==> src/sdrs_pkg.sv <==
// shared types and constants of the scan disk request scheduler
// no dependencies
package sdrs_pkg;

  localparam int MAX_REQUESTS = 32;
  localparam int CYL_W        = 16;
  localparam int MOVE_W       = CYL_W + 1;
  localparam int CNT_W        = $clog2(MAX_REQUESTS + 1);
  localparam int IDX_W        = (MAX_REQUESTS > 1) ? $clog2(MAX_REQUESTS) : 1;
  localparam int CFG_IDX_W    = 2;
  localparam int QUEUE_DEPTH  = 2;
  localparam int QPTR_W       = 1;
  localparam int QCNT_W       = 2;

  localparam logic [CYL_W-1:0]  TOP_DEFAULT = CYL_W'(4999);
  localparam logic [MOVE_W-1:0] MOVE_MAX    = {MOVE_W{1'b1}};

  localparam logic [CFG_IDX_W-1:0] REG_HEAD_POSITION = 2'd0;
  localparam logic [CFG_IDX_W-1:0] REG_PREVIOUS_HEAD = 2'd1;
  localparam logic [CFG_IDX_W-1:0] REG_MAX_CYLINDER  = 2'd2;

  typedef enum logic [2:0] {
    ST_LOAD,
    ST_SCAN,
    ST_HEAD,
    ST_SWEEP1,
    ST_END,
    ST_SWEEP2
  } back_state_e;

  typedef struct packed {
    logic [CYL_W-1:0] cyl;
    logic             last;
    logic             drop;
  } req_word_t;

  typedef struct packed {
    logic      valid;
    req_word_t word;
  } queue_out_t;

  typedef struct packed {
    logic pop;
    logic done;
  } back_ctrl_t;

  typedef struct packed {
    logic [CYL_W-1:0] head_position;
    logic [CYL_W-1:0] previous_head;
    logic [CYL_W-1:0] max_cylinder;
  } cfg_t;

  typedef struct packed {
    logic              valid;
    logic [CYL_W-1:0]  cyl;
    logic [MOVE_W-1:0] move;
    logic              last;
    logic              ovf;
  } result_t;

endpackage

==> src/scan_disk_request_scheduler.sv <==
// top level of the scan disk request scheduler: config registers, front and back
// depends on sdrs_pkg, sdrs_front, sdrs_back
//
// channel   direction  handshake             word
// request   in         start high, busy low  request_cylinder_i, last_request_i
// result    out        result_strobe_o       service_cylinder_o, total_movement_o,
//                                            schedule_end_o, overflow_o
// config    in         cfg_we_i              cfg_idx_i, cfg_wdata_i
//
// a request is written into the queue and then inserted in the cell chain when the back pops it
// after the last request: a scan for the split point, then one result a cycle
// for request count + 2 results; busy is high from the last request to the final result
// reset clears the queue, cell valid bits, counts and sets the registers to defaults
// results cannot be held off; busy also rises when the two word queue is full
module scan_disk_request_scheduler
  import sdrs_pkg::*;
(
  input  logic                 clk_i,
  input  logic                 rst_ni,
  input  logic                 start,
  output logic                 busy,
  input  logic [CYL_W-1:0]     request_cylinder_i,
  input  logic                 last_request_i,
  input  logic                 cfg_we_i,
  input  logic [CFG_IDX_W-1:0] cfg_idx_i,
  input  logic [CYL_W-1:0]     cfg_wdata_i,
  output logic                 result_strobe_o,
  output logic [CYL_W-1:0]     service_cylinder_o,
  output logic [MOVE_W-1:0]    total_movement_o,
  output logic                 schedule_end_o,
  output logic                 overflow_o
);

  cfg_t       cfg_q;
  queue_out_t queue;
  back_ctrl_t ctrl;
  result_t    result;

  always_ff @(posedge clk_i or negedge rst_ni) begin
    if (!rst_ni) begin
      cfg_q.head_position <= '0;
      cfg_q.previous_head <= '0;
      cfg_q.max_cylinder  <= TOP_DEFAULT;
    end else if (cfg_we_i) begin
      unique case (cfg_idx_i)
        REG_HEAD_POSITION: cfg_q.head_position <= cfg_wdata_i;
        REG_PREVIOUS_HEAD: cfg_q.previous_head <= cfg_wdata_i;
        REG_MAX_CYLINDER:  cfg_q.max_cylinder  <= cfg_wdata_i;
        default:           cfg_q <= cfg_q;
      endcase
    end
  end

  sdrs_front u_front (
    .clk_i              (clk_i),
    .rst_ni             (rst_ni),
    .start              (start),
    .busy               (busy),
    .request_cylinder_i (request_cylinder_i),
    .last_request_i     (last_request_i),
    .ctrl_i             (ctrl),
    .queue_o            (queue)
  );

  sdrs_back u_back (
    .clk_i    (clk_i),
    .rst_ni   (rst_ni),
    .cfg_i    (cfg_q),
    .queue_i  (queue),
    .ctrl_o   (ctrl),
    .result_o (result)
  );

  assign result_strobe_o    = result.valid;
  assign service_cylinder_o = result.cyl;
  assign total_movement_o   = result.move;
  assign schedule_end_o     = result.last;
  assign overflow_o         = result.ovf;

endmodule

==> src/sdrs_front.sv <==
// front part: takes request words, marks drops beyond capacity, queues them
// depends on sdrs_pkg
module sdrs_front
  import sdrs_pkg::*;
(
  input  logic             clk_i,
  input  logic             rst_ni,
  input  logic             start,
  output logic             busy,
  input  logic [CYL_W-1:0] request_cylinder_i,
  input  logic             last_request_i,
  input  back_ctrl_t       ctrl_i,
  output queue_out_t       queue_o
);

  req_word_t         mem_q [QUEUE_DEPTH];
  logic [QPTR_W-1:0] wr_ptr_q, wr_ptr_d;
  logic [QPTR_W-1:0] rd_ptr_q, rd_ptr_d;
  logic [QCNT_W-1:0] fill_q, fill_d;
  logic [CNT_W-1:0]  batch_cnt_q, batch_cnt_d;
  logic              hold_q, hold_d;
  logic              push, pop, drop;
  req_word_t         word_in;

  assign busy = (fill_q == QCNT_W'(QUEUE_DEPTH)) || hold_q;
  assign push = start && !busy;
  assign pop  = ctrl_i.pop && (fill_q != '0);
  assign drop = (batch_cnt_q == CNT_W'(MAX_REQUESTS));

  assign word_in.cyl  = request_cylinder_i;
  assign word_in.last = last_request_i;
  assign word_in.drop = drop;

  assign queue_o.valid = (fill_q != '0);
  assign queue_o.word  = mem_q[rd_ptr_q];

  always_comb begin
    wr_ptr_d    = wr_ptr_q;
    rd_ptr_d    = rd_ptr_q;
    fill_d      = fill_q;
    batch_cnt_d = batch_cnt_q;
    hold_d      = hold_q;
    if (push) begin
      wr_ptr_d = wr_ptr_q + 1'b1;
      if (last_request_i) begin
        batch_cnt_d = '0;
        hold_d      = 1'b1;
      end else if (!drop) begin
        batch_cnt_d = batch_cnt_q + 1'b1;
      end
    end
    if (pop) begin
      rd_ptr_d = rd_ptr_q + 1'b1;
    end
    unique case ({push, pop})
      2'b10:   fill_d = fill_q + 1'b1;
      2'b01:   fill_d = fill_q - 1'b1;
      default: fill_d = fill_q;
    endcase
    if (ctrl_i.done) begin
      hold_d = 1'b0;
    end
  end

  always_ff @(posedge clk_i or negedge rst_ni) begin
    if (!rst_ni) begin
      wr_ptr_q    <= '0;
      rd_ptr_q    <= '0;
      fill_q      <= '0;
      batch_cnt_q <= '0;
      hold_q      <= 1'b0;
    end else begin
      wr_ptr_q    <= wr_ptr_d;
      rd_ptr_q    <= rd_ptr_d;
      fill_q      <= fill_d;
      batch_cnt_q <= batch_cnt_d;
      hold_q      <= hold_d;
    end
  end

  always_ff @(posedge clk_i) begin
    if (push) begin
      mem_q[wr_ptr_q] <= word_in;
    end
  end

endmodule

==> src/sdrs_back.sv <==
// back part: sorted cell chain and scan order sequencer with movement sum
// depends on sdrs_pkg
module sdrs_back
  import sdrs_pkg::*;
(
  input  logic       clk_i,
  input  logic       rst_ni,
  input  cfg_t       cfg_i,
  input  queue_out_t queue_i,
  output back_ctrl_t ctrl_o,
  output result_t    result_o
);

  logic [CYL_W-1:0]        cells_q [MAX_REQUESTS];
  logic [CYL_W-1:0]        cells_ins [MAX_REQUESTS];
  logic [MAX_REQUESTS-1:0] cell_valid_q, cell_valid_d;
  logic [MAX_REQUESTS-1:0] gt;
  logic [CNT_W-1:0]        count_q, count_d;
  logic                    dropped_q, dropped_d;
  logic [CNT_W-1:0]        k_q, k_d;
  logic [CNT_W-1:0]        idx_q, idx_d;
  logic [CYL_W-1:0]        pos_q;
  logic [MOVE_W-1:0]       moved_q;
  back_state_e             state_q, state_d;
  result_t                 res_q;

  logic              down, pop, insert, scan_hit, done;
  logic              emit, emit_last;
  logic [CYL_W-1:0]  emit_cyl, base_pos, cyl_rd, scan_cell, last_cell, top;
  logic [MOVE_W-1:0] base_move, move_new;
  logic [CYL_W-1:0]  delta;
  logic [MOVE_W:0]   move_sum;
  logic [CNT_W-1:0]  n_m1;
  logic              sw1_end, sw2_end, sw1_empty, sw2_empty;

  assign down      = (cfg_i.head_position < cfg_i.previous_head);
  assign pop       = (state_q == ST_LOAD) && queue_i.valid;
  assign insert    = pop && !queue_i.word.drop;
  assign n_m1      = count_q - 1'b1;
  assign cyl_rd    = cells_q[idx_q[IDX_W-1:0]];
  assign scan_cell = cells_q[k_q[IDX_W-1:0]];
  assign last_cell = cells_q[n_m1[IDX_W-1:0]];

  assign scan_hit = (k_q < count_q) &&
                    (down ? (scan_cell <= cfg_i.head_position)
                          : (scan_cell < cfg_i.head_position));

  assign sw1_empty = down ? (k_q == '0) : (k_q == count_q);
  assign sw2_empty = down ? (k_q == count_q) : (k_q == '0);
  assign sw1_end   = down ? (idx_q == '0) : (idx_q == n_m1);
  assign sw2_end   = down ? (idx_q == n_m1) : (idx_q == '0);

  // sorted insertion, each cell looks at itself and its lower neighbor
  always_comb begin
    for (int i = 0; i < MAX_REQUESTS; i++) begin
      gt[i] = cell_valid_q[i] && (cells_q[i] > queue_i.word.cyl);
    end
    for (int i = 0; i < MAX_REQUESTS; i++) begin
      if (gt[i] || (count_q == CNT_W'(i))) begin
        if (i > 0 && gt[(i > 0) ? i - 1 : 0]) begin
          cells_ins[i] = cells_q[(i > 0) ? i - 1 : 0];
        end else begin
          cells_ins[i] = queue_i.word.cyl;
        end
      end else begin
        cells_ins[i] = cells_q[i];
      end
    end
  end

  // sweep end of an upward pass
  always_comb begin
    top = cfg_i.max_cylinder;
    if (cfg_i.head_position > top) begin
      top = cfg_i.head_position;
    end
    if ((count_q != '0) && (last_cell > top)) begin
      top = last_cell;
    end
  end

  // next state
  always_comb begin
    state_d = state_q;
    unique case (state_q)
      ST_LOAD: begin
        if (pop && queue_i.word.last) begin
          state_d = ST_SCAN;
        end
      end
      ST_SCAN: begin
        if (!scan_hit) begin
          state_d = ST_HEAD;
        end
      end
      ST_HEAD: begin
        state_d = sw1_empty ? ST_END : ST_SWEEP1;
      end
      ST_SWEEP1: begin
        if (sw1_end) begin
          state_d = ST_END;
        end
      end
      ST_END: begin
        state_d = sw2_empty ? ST_LOAD : ST_SWEEP2;
      end
      ST_SWEEP2: begin
        if (sw2_end) begin
          state_d = ST_LOAD;
        end
      end
      default: state_d = ST_LOAD;
    endcase
  end

  // outputs
  always_comb begin
    emit      = 1'b0;
    emit_cyl  = cyl_rd;
    emit_last = 1'b0;
    base_pos  = pos_q;
    base_move = moved_q;
    unique case (state_q)
      ST_HEAD: begin
        emit      = 1'b1;
        emit_cyl  = cfg_i.head_position;
        base_pos  = cfg_i.head_position;
        base_move = '0;
      end
      ST_SWEEP1: begin
        emit = 1'b1;
      end
      ST_END: begin
        emit      = 1'b1;
        emit_cyl  = down ? '0 : top;
        emit_last = sw2_empty;
      end
      ST_SWEEP2: begin
        emit      = 1'b1;
        emit_last = sw2_end;
      end
      default: begin
        emit = 1'b0;
      end
    endcase
    done = emit_last;
  end

  assign delta    = (emit_cyl >= base_pos) ? (emit_cyl - base_pos) : (base_pos - emit_cyl);
  assign move_sum = {1'b0, base_move} + {{(MOVE_W + 1 - CYL_W){1'b0}}, delta};
  assign move_new = (move_sum > {1'b0, MOVE_MAX}) ? MOVE_MAX : move_sum[MOVE_W-1:0];

  // bookkeeping
  always_comb begin
    count_d      = count_q;
    cell_valid_d = cell_valid_q;
    dropped_d    = dropped_q;
    k_d          = k_q;
    idx_d        = idx_q;
    unique case (state_q)
      ST_LOAD: begin
        k_d = '0;
        if (pop && queue_i.word.drop) begin
          dropped_d = 1'b1;
        end
        if (insert) begin
          cell_valid_d[count_q[IDX_W-1:0]] = 1'b1;
          count_d = count_q + 1'b1;
        end
      end
      ST_SCAN: begin
        if (scan_hit) begin
          k_d = k_q + 1'b1;
        end
      end
      ST_HEAD: begin
        idx_d = down ? (k_q - 1'b1) : k_q;
      end
      ST_SWEEP1: begin
        idx_d = down ? (idx_q - 1'b1) : (idx_q + 1'b1);
      end
      ST_END: begin
        idx_d = down ? k_q : (k_q - 1'b1);
      end
      ST_SWEEP2: begin
        idx_d = down ? (idx_q + 1'b1) : (idx_q - 1'b1);
      end
      default: begin
        idx_d = idx_q;
      end
    endcase
    if (done) begin
      count_d      = '0;
      cell_valid_d = '0;
      dropped_d    = 1'b0;
    end
  end

  always_ff @(posedge clk_i or negedge rst_ni) begin
    if (!rst_ni) begin
      state_q      <= ST_LOAD;
      count_q      <= '0;
      cell_valid_q <= '0;
      dropped_q    <= 1'b0;
      res_q        <= '0;
    end else begin
      state_q      <= state_d;
      count_q      <= count_d;
      cell_valid_q <= cell_valid_d;
      dropped_q    <= dropped_d;
      res_q.valid  <= emit;
      if (emit) begin
        res_q.cyl  <= emit_cyl;
        res_q.move <= move_new;
        res_q.last <= emit_last;
        res_q.ovf  <= dropped_q;
      end
    end
  end

  always_ff @(posedge clk_i) begin
    k_q   <= k_d;
    idx_q <= idx_d;
    if (insert) begin
      for (int i = 0; i < MAX_REQUESTS; i++) begin
        cells_q[i] <= cells_ins[i];
      end
    end
    if (emit) begin
      pos_q   <= emit_cyl;
      moved_q <= move_new;
    end
  end

  assign ctrl_o.pop  = pop;
  assign ctrl_o.done = done;
  assign result_o    = res_q;

endmodule
==> config.mk <==
export PLATFORM = sky130hd
export DESIGN_NAME = scan_disk_request_scheduler
export DESIGN_NICKNAME = d
export VERILOG_FILES = /design/src/sdrs_pkg.sv /design/src/scan_disk_request_scheduler.sv /design/src/sdrs_front.sv /design/src/sdrs_back.sv
export SDC_FILE = /design/constraint.sdc
export NUM_CORES = 2
export LEC_CHECK = 0
export BUFFER_PORTS_ARGS = -buffer_cell sky130_fd_sc_hd__buf_2
export CORE_ASPECT_RATIO = 0.8
export CORE_MARGIN = 4
export CORE_UTILIZATION = 45
export CTS_CLUSTER_DIAMETER = 60
export DETAILED_ROUTE_END_ITERATION = 16
export SYNTH_ARGS = -nofsm -noshare
export SYNTH_HDL_FRONTEND = slang
export SYNTH_SLANG_ARGS = --single-unit
export TNS_END_PERCENT = 20
==> constraint.sdc <==
create_clock -name clk_i -period 13.7 [get_ports clk_i]
set_input_delay 2.74 -clock clk_i [delete_from_list [all_inputs] [get_ports clk_i]]
set_output_delay 2.74 -clock clk_i [all_outputs]
set_load 0.01 [all_outputs]
Word level (Yosys, flattened, before mapping)
Memory sizes are Yosys's and may differ from the RTL's. A register that Yosys moved wholly into a read port is not among the register bits.
Cells that the tools add are included.
{"block": "totals", "latch_bits": 0, "mem_bits_rw": 548, "n_memories": 2, "out_inout_bits": 37, "mem_bits_ro": 0, "reg_bits": 182}
{"block": "op_classes", "order_cmp": 42, "n_addsub": 14, "div_mod_pow": 0, "bitwise_logic": 1, "muxes": 115, "n_mul": 0, "eq_ne": 50, "shift": 0, "reduce_logical": 101}
{"memory": "u_back.cells_q", "depth": 32, "word_bits": 16, "read_ports": 35, "rd_ports_with_merged_regs": 2, "write_ports": 32, "line": "sdrs_back.sv:14", "source": "logic [CYL_W-1:0] cells_q [MAX_REQUESTS];"}
{"memory": "u_front.mem_q", "depth": 2, "word_bits": 18, "read_ports": 1, "rd_ports_with_merged_regs": 0, "write_ports": 1, "line": "sdrs_front.sv:16", "source": "req_word_t mem_q [QUEUE_DEPTH];"}
{"operator": "two-way mux 16 bit", "count": 68}
{"operator": "greater-than comparator 16 bit", "count": 34}
{"operator": "equality test 6 x 5 -> 1 bit (second input constant)", "count": 16}
{"operator": "two-way mux 32 bit", "count": 3}
{"operator": "two-way mux 6 bit", "count": 10}
{"operator": "equality test 6 x 4 -> 1 bit (second input constant)", "count": 8}
{"operator": "logical AND 1 bit", "count": 41}
{"operator": "two-way mux 17 bit", "count": 2}
{"operator": "logical OR 1 bit", "count": 33}
{"operator": "less-than comparator 16 bit", "count": 2}
{"operator": "bitwise OR 32 bit", "count": 1}
{"operator": "case mux 16 bit (2 select lines)", "count": 1}
{"operator": "subtractor 16 bit", "count": 2}
{"operator": "adder 6 x 1 -> 6 bit (second input constant)", "count": 4}
{"operator": "equality test 6 x 3 -> 1 bit (second input constant)", "count": 4}
{"operator": "case mux 6 bit (4 select lines)", "count": 1}
{"operator": "adder 17 x 16 -> 18 bit", "count": 1}
{"operator": "greater-than comparator 18 x 17 -> 1 bit (second input constant)", "count": 1}
{"operator": "logical NOT 6 bit", "count": 3}
{"operator": "two-way mux 3 bit", "count": 6}
{"operator": "case mux 3 bit (6 select lines)", "count": 1}
{"operator": "subtractor 6 x 1 -> 6 bit (second input constant)", "count": 3}
{"operator": "two-way mux 1 bit", "count": 17}
{"operator": "greater-or-equal comparator 16 bit", "count": 1}
{"operator": "other kinds (32)", "count": 60}

Depth between registers and ports, before layout
{"block": "depth", "ltp_word": 12, "ltp_mapped": 45, "mapped_depth_nobuf": 37}

Modules after synthesis
Synthesis repeated with hierarchy kept, for this count alone.
{"block": "hier_totals", "hier_cells": 4629, "hier_area_um2": 59384.5}
{"mod": "sdrs_back", "cells_each": 4405, "n_inst": 1, "area_per_inst_um2": 55628.4}
{"mod": "sdrs_front", "cells_each": 122, "n_inst": 1, "area_per_inst_um2": 1931.9}
{"mod": "scan_disk_request_scheduler", "cells_each": 102, "n_inst": 1, "area_per_inst_um2": 1824.2}

Worst setup path after synthesis
No wires, ideal clock.
{"block": "synth_path", "path_type": "register to register", "from": "register u_back.count_q[0]", "to": "register u_back.res_q (netlist bit u_back.result_o[18])", "t_required_ns": 13.575, "path_buffers": 8, "arrival_time_ns": 9.533, "stages_incl_launch_ff": 41, "slack_ns": 4.042, "setup_time_ns": 0.125, "cell_sequence": "dfrtp_1 -> buf_2 -> buf_6 -> buf_2 -> inv_1 -> ha_1 -> buf_1 -> clkbuf_1 -> mux4_2 -> mux4_2 -> mux2i_1 -> inv_1 -> ha_1 -> nand4_1 -> o41ai_1 -> o31a_1 -> clkbuf_1 -> buf_1 -> [5 not listed] -> fa_1 -> a21o_1 -> a221oi_2 -> o2111ai_1 -> a221o_1 -> a31o_1 -> buf_6 -> a221oi_4 -> xor2_1 -> ha_1 -> a21o_1 -> a2111oi_0 -> o21ai_0 -> a31oi_1 -> o21ai_0 -> a221oi_1 -> mux2i_1 -> mux2_2"}
{"block": "synth_via", "elab_chain_len": 12, "word_cells_on_any_way": 15}
{"item": "start: declaration", "line": "sdrs_back.sv:18", "source": "logic [CNT_W-1:0] count_q, count_d;"}
{"item": "start signal: assignment", "line": "sdrs_back.sv:208", "source": "count_q <= count_d;"}
{"item": "subtractor 6 x 1 -> 6 bit", "line": "sdrs_back.sv:39", "source": "assign n_m1 = count_q - 1'b1;"}
{"item": "memory (32 x 16 bit)"}
{"item": "greater-than comparator 16 bit", "line": "sdrs_back.sv:77", "source": "if ((count_q != '0) && (last_cell > top)) begin"}
{"item": "logical AND 1 bit", "line": "sdrs_back.sv:77"}
{"item": "two-way mux 16 bit (*)", "line": "sdrs_back.sv:77"}
{"item": "two-way mux 16 bit (*)", "line": "sdrs_back.sv:135", "source": "emit_cyl = down ? '0 : top;"}
{"item": "case mux 16 bit (2 select lines) (*)", "line": "sdrs_back.sv:123", "source": "unique case (state_q)"}
{"item": "subtractor 16 bit or greater-or-equal comparator 16 bit (tied branches)", "line": "sdrs_back.sv:149", "source": "assign delta = (emit_cyl >= base_pos) ? (emit_cyl - base_pos) : (base_pos - emit_cyl);"}
{"item": "two-way mux 16 bit (*)", "line": "sdrs_back.sv:149"}
{"item": "adder 17 x 16 -> 18 bit (*)", "line": "sdrs_back.sv:150", "source": "assign move_sum = {1'b0, base_move} + {{(MOVE_W + 1 - CYL_W){1'b0}}, delta};"}
{"item": "greater-than comparator 18 x 17 -> 1 bit", "line": "sdrs_back.sv:151", "source": "assign move_new = (move_sum > {1'b0, MOVE_MAX}) ? MOVE_MAX : move_sum[MOVE_W-1:0];"}
{"item": "two-way mux 17 bit (*)", "line": "sdrs_back.sv:151"}
{"item": "net u_back.move_new[16]", "line": "sdrs_back.sv:30", "source": "logic [MOVE_W-1:0] base_move, move_new;"}
{"item": "end: declaration", "line": "sdrs_back.sv:25", "source": "result_t res_q;"}
The timed path passes the listed nets; every way through them passes the cells marked *.
A chain may end at the register's enable or synchronous reset.

Worst setup path in the final report
{"block": "layout_path", "from": "register u_back.count_q[0]", "to": "register u_back.res_q (netlist bit u_back.result_o[18])"}
{"block": "layout_via", "elab_chain_len": 12, "word_cells_on_any_way": 15}
{"item": "subtractor 6 x 1 -> 6 bit", "line": "sdrs_back.sv:39"}
{"item": "memory (32 x 16 bit)"}
{"item": "greater-than comparator 16 bit", "line": "sdrs_back.sv:77"}
{"item": "logical AND 1 bit", "line": "sdrs_back.sv:77"}
{"item": "two-way mux 16 bit (*)", "line": "sdrs_back.sv:77"}
{"item": "two-way mux 16 bit (*)", "line": "sdrs_back.sv:135"}
{"item": "case mux 16 bit (2 select lines) (*)", "line": "sdrs_back.sv:123"}
{"item": "net u_back.emit_cyl[1]", "line": "sdrs_back.sv:29", "source": "logic [CYL_W-1:0] emit_cyl, base_pos, cyl_rd, scan_cell, last_cell, top;"}
{"item": "subtractor 16 bit or greater-or-equal comparator 16 bit (tied branches)", "line": "sdrs_back.sv:149"}
{"item": "two-way mux 16 bit (*)", "line": "sdrs_back.sv:149"}
{"item": "adder 17 x 16 -> 18 bit (*)", "line": "sdrs_back.sv:150"}
{"item": "greater-than comparator 18 x 17 -> 1 bit", "line": "sdrs_back.sv:151"}
{"item": "two-way mux 17 bit (*)", "line": "sdrs_back.sv:151"}
{"item": "net u_back.move_new[16]", "line": "sdrs_back.sv:30"}
Marks and branches as above.

==> summary.md <==
| Metric | Value |
|---|---|
| Antenna viol nets, final | 0 |
| Max clock buf depth | 3 |
| Critical path type | register to register |
| Total Wirelength | approximately 230 mm |
| Synth top cells by count | 641 x ha_1, 593 x edfxtp_1, 584 x mux2_2 |
| IO buf count | 75 |
| Register area share after synthesis | 0.361 |
| Critical Path Max Stage Delay | 1.02 ns |
| Syn-to-layout area delta | 9.15% |
| Avg Cell Area, Syn | roughly 13 um2 |
| CTS tree | done |
| NumNets Final | approximately 5.4k |
| Crit share post-route | 0.854 |
| Worst vdd ir | ~400 uV |
| Setup violators final | 0 |
| Worst rel slew slack | 0.134 |
| Flops & latches, synth | 740 |
| Distinct cells, synth | 78 |
| Fin. Hold Viols | 0 |
| CP arrival | roughly 12 ns |
| Max-slew violations | 0 |
| Worst slew pin tran | ~1.3 ns |
| Vias in the first global route | about 44k |
| Inst Count DP | about 6.3k |
| Leakage power | about 25 nW |
| Worst skew pair latency | between 0.7 and 0.8 ns |
| GP Congestion | approximately 1 |
| Total number of vias | between 40k and 50k |
| Mapped cell area | roughly 0.059 mm2 |
| CP Data Required Time | about 14 ns |
| Share of cells above drive strength 1 | 0.302 |
| Drt wl/cell | around 35 um |
| Post-synth top area cell | edfxtp_1 |
| Synthesized Nets | 5382 |
| Final worst path period need | about 12 ns |
| Clk slew on worst S/H paths | 0.06 ns |
| Number of clock sinks | 740 |
| First-pass DRT Iterations | 6 |
| Main synth FF type | edfxtp_1 |
| Critical Path Most Common Cell | inv_1 |
| Gr ovfl total | 0 |
| H-tree depth | 3 |
| I/O pin cnt | 76 |
| RSZ-0062 raised after global routing | false |
| CTS resizes | 0 |
| Vias per Instance | between 7 and 8 |
| Worst Skew | around 0.041 ns |
| Top Family by Delay on Critical Path | compound AO/OA/AOI/OAI gates |
| Startpoint Class | register |
| Max Freq | about 85 MHz |
| Top-count cell post-synth | ha_1 |
| Chip height | roughly 330 um |
| Initial Util | 0.456 |
| YS warnings | 0 |
| Final setup TNS | 0 ns |
| First-pass GRT wire length | roughly 320 mm |
| Status | complete, no violations |
| DRC Markers | 0 |
| Core Footprint | ~0.13 mm2 |
| Clock root buffer master | clkbuf_16 |
| Setup repair bufs after CTS | 0 |
| Power, Total | ~19 mW |
| Crit path buf inv count | 4 |
| Hold Path Class | register to register |
| Total GRT Usage | 0.326 |
| CP Max Fanout | 65 |
| Slowest CP cell | ha_4 |
| Number of synthesized flops with an enable pin | slightly below 600 |
| Worst setup EP type | register |
| Ranking of synthesized cells by area | edfxtp_1 30%, mux4_2 18%, ha_1 14%, mux2_2 11%, dfrtp_1 5.5% |
| Area fraction of the dominant cell type after synthesis | 0.300 |
| Largest net degree at the start of global routing | roughly 110 |
| CTS Hold Bufs | 0 |
| DR iter-0 viols | 6239 |
| PD cells | 286 mW/mm2 |
| Die Wd | approximately 410 um |
| Num CTS Buffers | 89 |
| Fillers | roughly 11k |
| Final non-filler cell total | about 6.5k |
| Total of max-cap violations | 0 |
| Hpwl dp | approximately 170 mm |
| Synthesized instance count | ~4.7k |
| Initial antenna violation count | 11 |
| Ys async rst share | 0.185 |
| Die area | between 0.1 and 0.15 mm2 |
| Rows | around 120 |
area by class of cell:
class                      count  area [um2]  share of cell area
sequential                   740       21500               0.332
clock buffer                 112        2440              0.0377
timing repair buffer         177        1180              0.0183
antenna                        5        12.5            0.000193
clock inverter                52         541             0.00835
tap                         1740        2180              0.0336
inverter                     181         681              0.0105
multi-input combinational   3503       36300               0.560
layout by cell type, fill, tap and decap left out, types with 83 or more instances in the layout:
cell type	netlist	routed
clkbuf_16	0	93
buf_4	12	99
inv_1	178	168
dfrtp_1	130	129
o21ai_0	117	114
mux2_2	584	584
nor2_1	160	159
a21o_1	133	133
ha_1	641	640
mux4_2	465	465
nand2_1	236	236
o21a_1	83	83
nand4_1	125	125
a21oi_1	274	256
edfxtp_1	593	593
layer usage:
metal,track usage,wire length [um],vias to the layer above
met3,0.171,39600,474
met1,0.458,91400,23359
li1,-,-,18820
met5,0.00621,139,-
met4,0.120,10200,6
met2,0.420,87100,3336
flip-flops by register name, indices dropped and copies added, names as in the netlist, 16 cells and up, named ones only:
register / count
cfg_q: 48
u_back.cell_valid_q: 32
u_back.cells_q: 512
u_back.moved_q: 17
u_back.pos_q: 16
u_back.result_o: 36
u_front.mem_q: 36
report_power, final:
| part | internal, mW | total (mW) | leakage [nW] | switching [mW] |
|---|---|---|---|---|
| clock network | 1.42 | 2.50 | 1.45 | 1.08 |
| logic | 5.27 | 12.4 | 16.2 | 7.15 |
| registers | 3.14 | 3.63 | 7.10 | 0.487 |
cells by family (layout without fill, tap and decap cells):
family                   Yosys count  after routing  synth area share
other                              0              5                 0
AND/OR/NAND/NOR                  784            784            0.0647
buffers and inverters            456            522            0.0311
flip-flops                       740            740             0.361
multiplexers                    1110           1110             0.298
XOR/XNOR                          61             61           0.00901
adder cells (fa/ha/maj)          644            644             0.136
AO/OA/AOI/OAI                    904            904            0.0999
worst register-to-register path: cells and delay by family, from the launching register on:
family | cells | cell delay (ns)
compound gates | 15 | 5.39
mux | 5 | 1.71
simple gates | 2 | 0.30
fa+ha+maj | 4 | 2.11
buf+inv | 4 | 0.95
xor+xnor | 1 | 0.19
flops | 1 | 0.92
through the flow:
step	setup slack (ns)	instance area (um2)	hold WS, ns	util
floorplan	4.04	59300	0.447	-
detailed placement	2.21	61800	0.479	0.474
global route	1.23	64700	0.504	0.497
CTS	2.17	64700	0.492	0.497
global placement	2.30	61800	0.473	0.474
finish	2.00	64800	0.490	0.497
final timing paths:
| path | from | to | slack (ns) | cells past startpoint |
|---|---|---|---|---|
| max in group asynchronous | rst_ni | u_back.count_q[0]$_DFFE_PN0P_ | 10.43 | 2 |
| worst max-delay path | u_back.count_q[0]$_DFFE_PN0P_ | u_back.result_o[18]$_DFFE_PN0N_ | 2.00 | 31 |
| worst min register to register | u_back.result_o[1]$_DFFE_PN0N_ | u_back.result_o[1]$_DFFE_PN0N_ | 0.49 | 1 |
| worst min-delay path | u_back.result_o[1]$_DFFE_PN0N_ | u_back.result_o[1]$_DFFE_PN0N_ | 0.49 | 1 |
| worst max register to register | u_back.count_q[0]$_DFFE_PN0P_ | u_back.result_o[18]$_DFFE_PN0N_ | 2.00 | 31 |
| min in group asynchronous | rst_ni | u_back.cell_valid_q[18]$_DFFE_PN0P_ | 2.00 | 1 |
No activity file was read; power rests on OpenSTA's default activity.
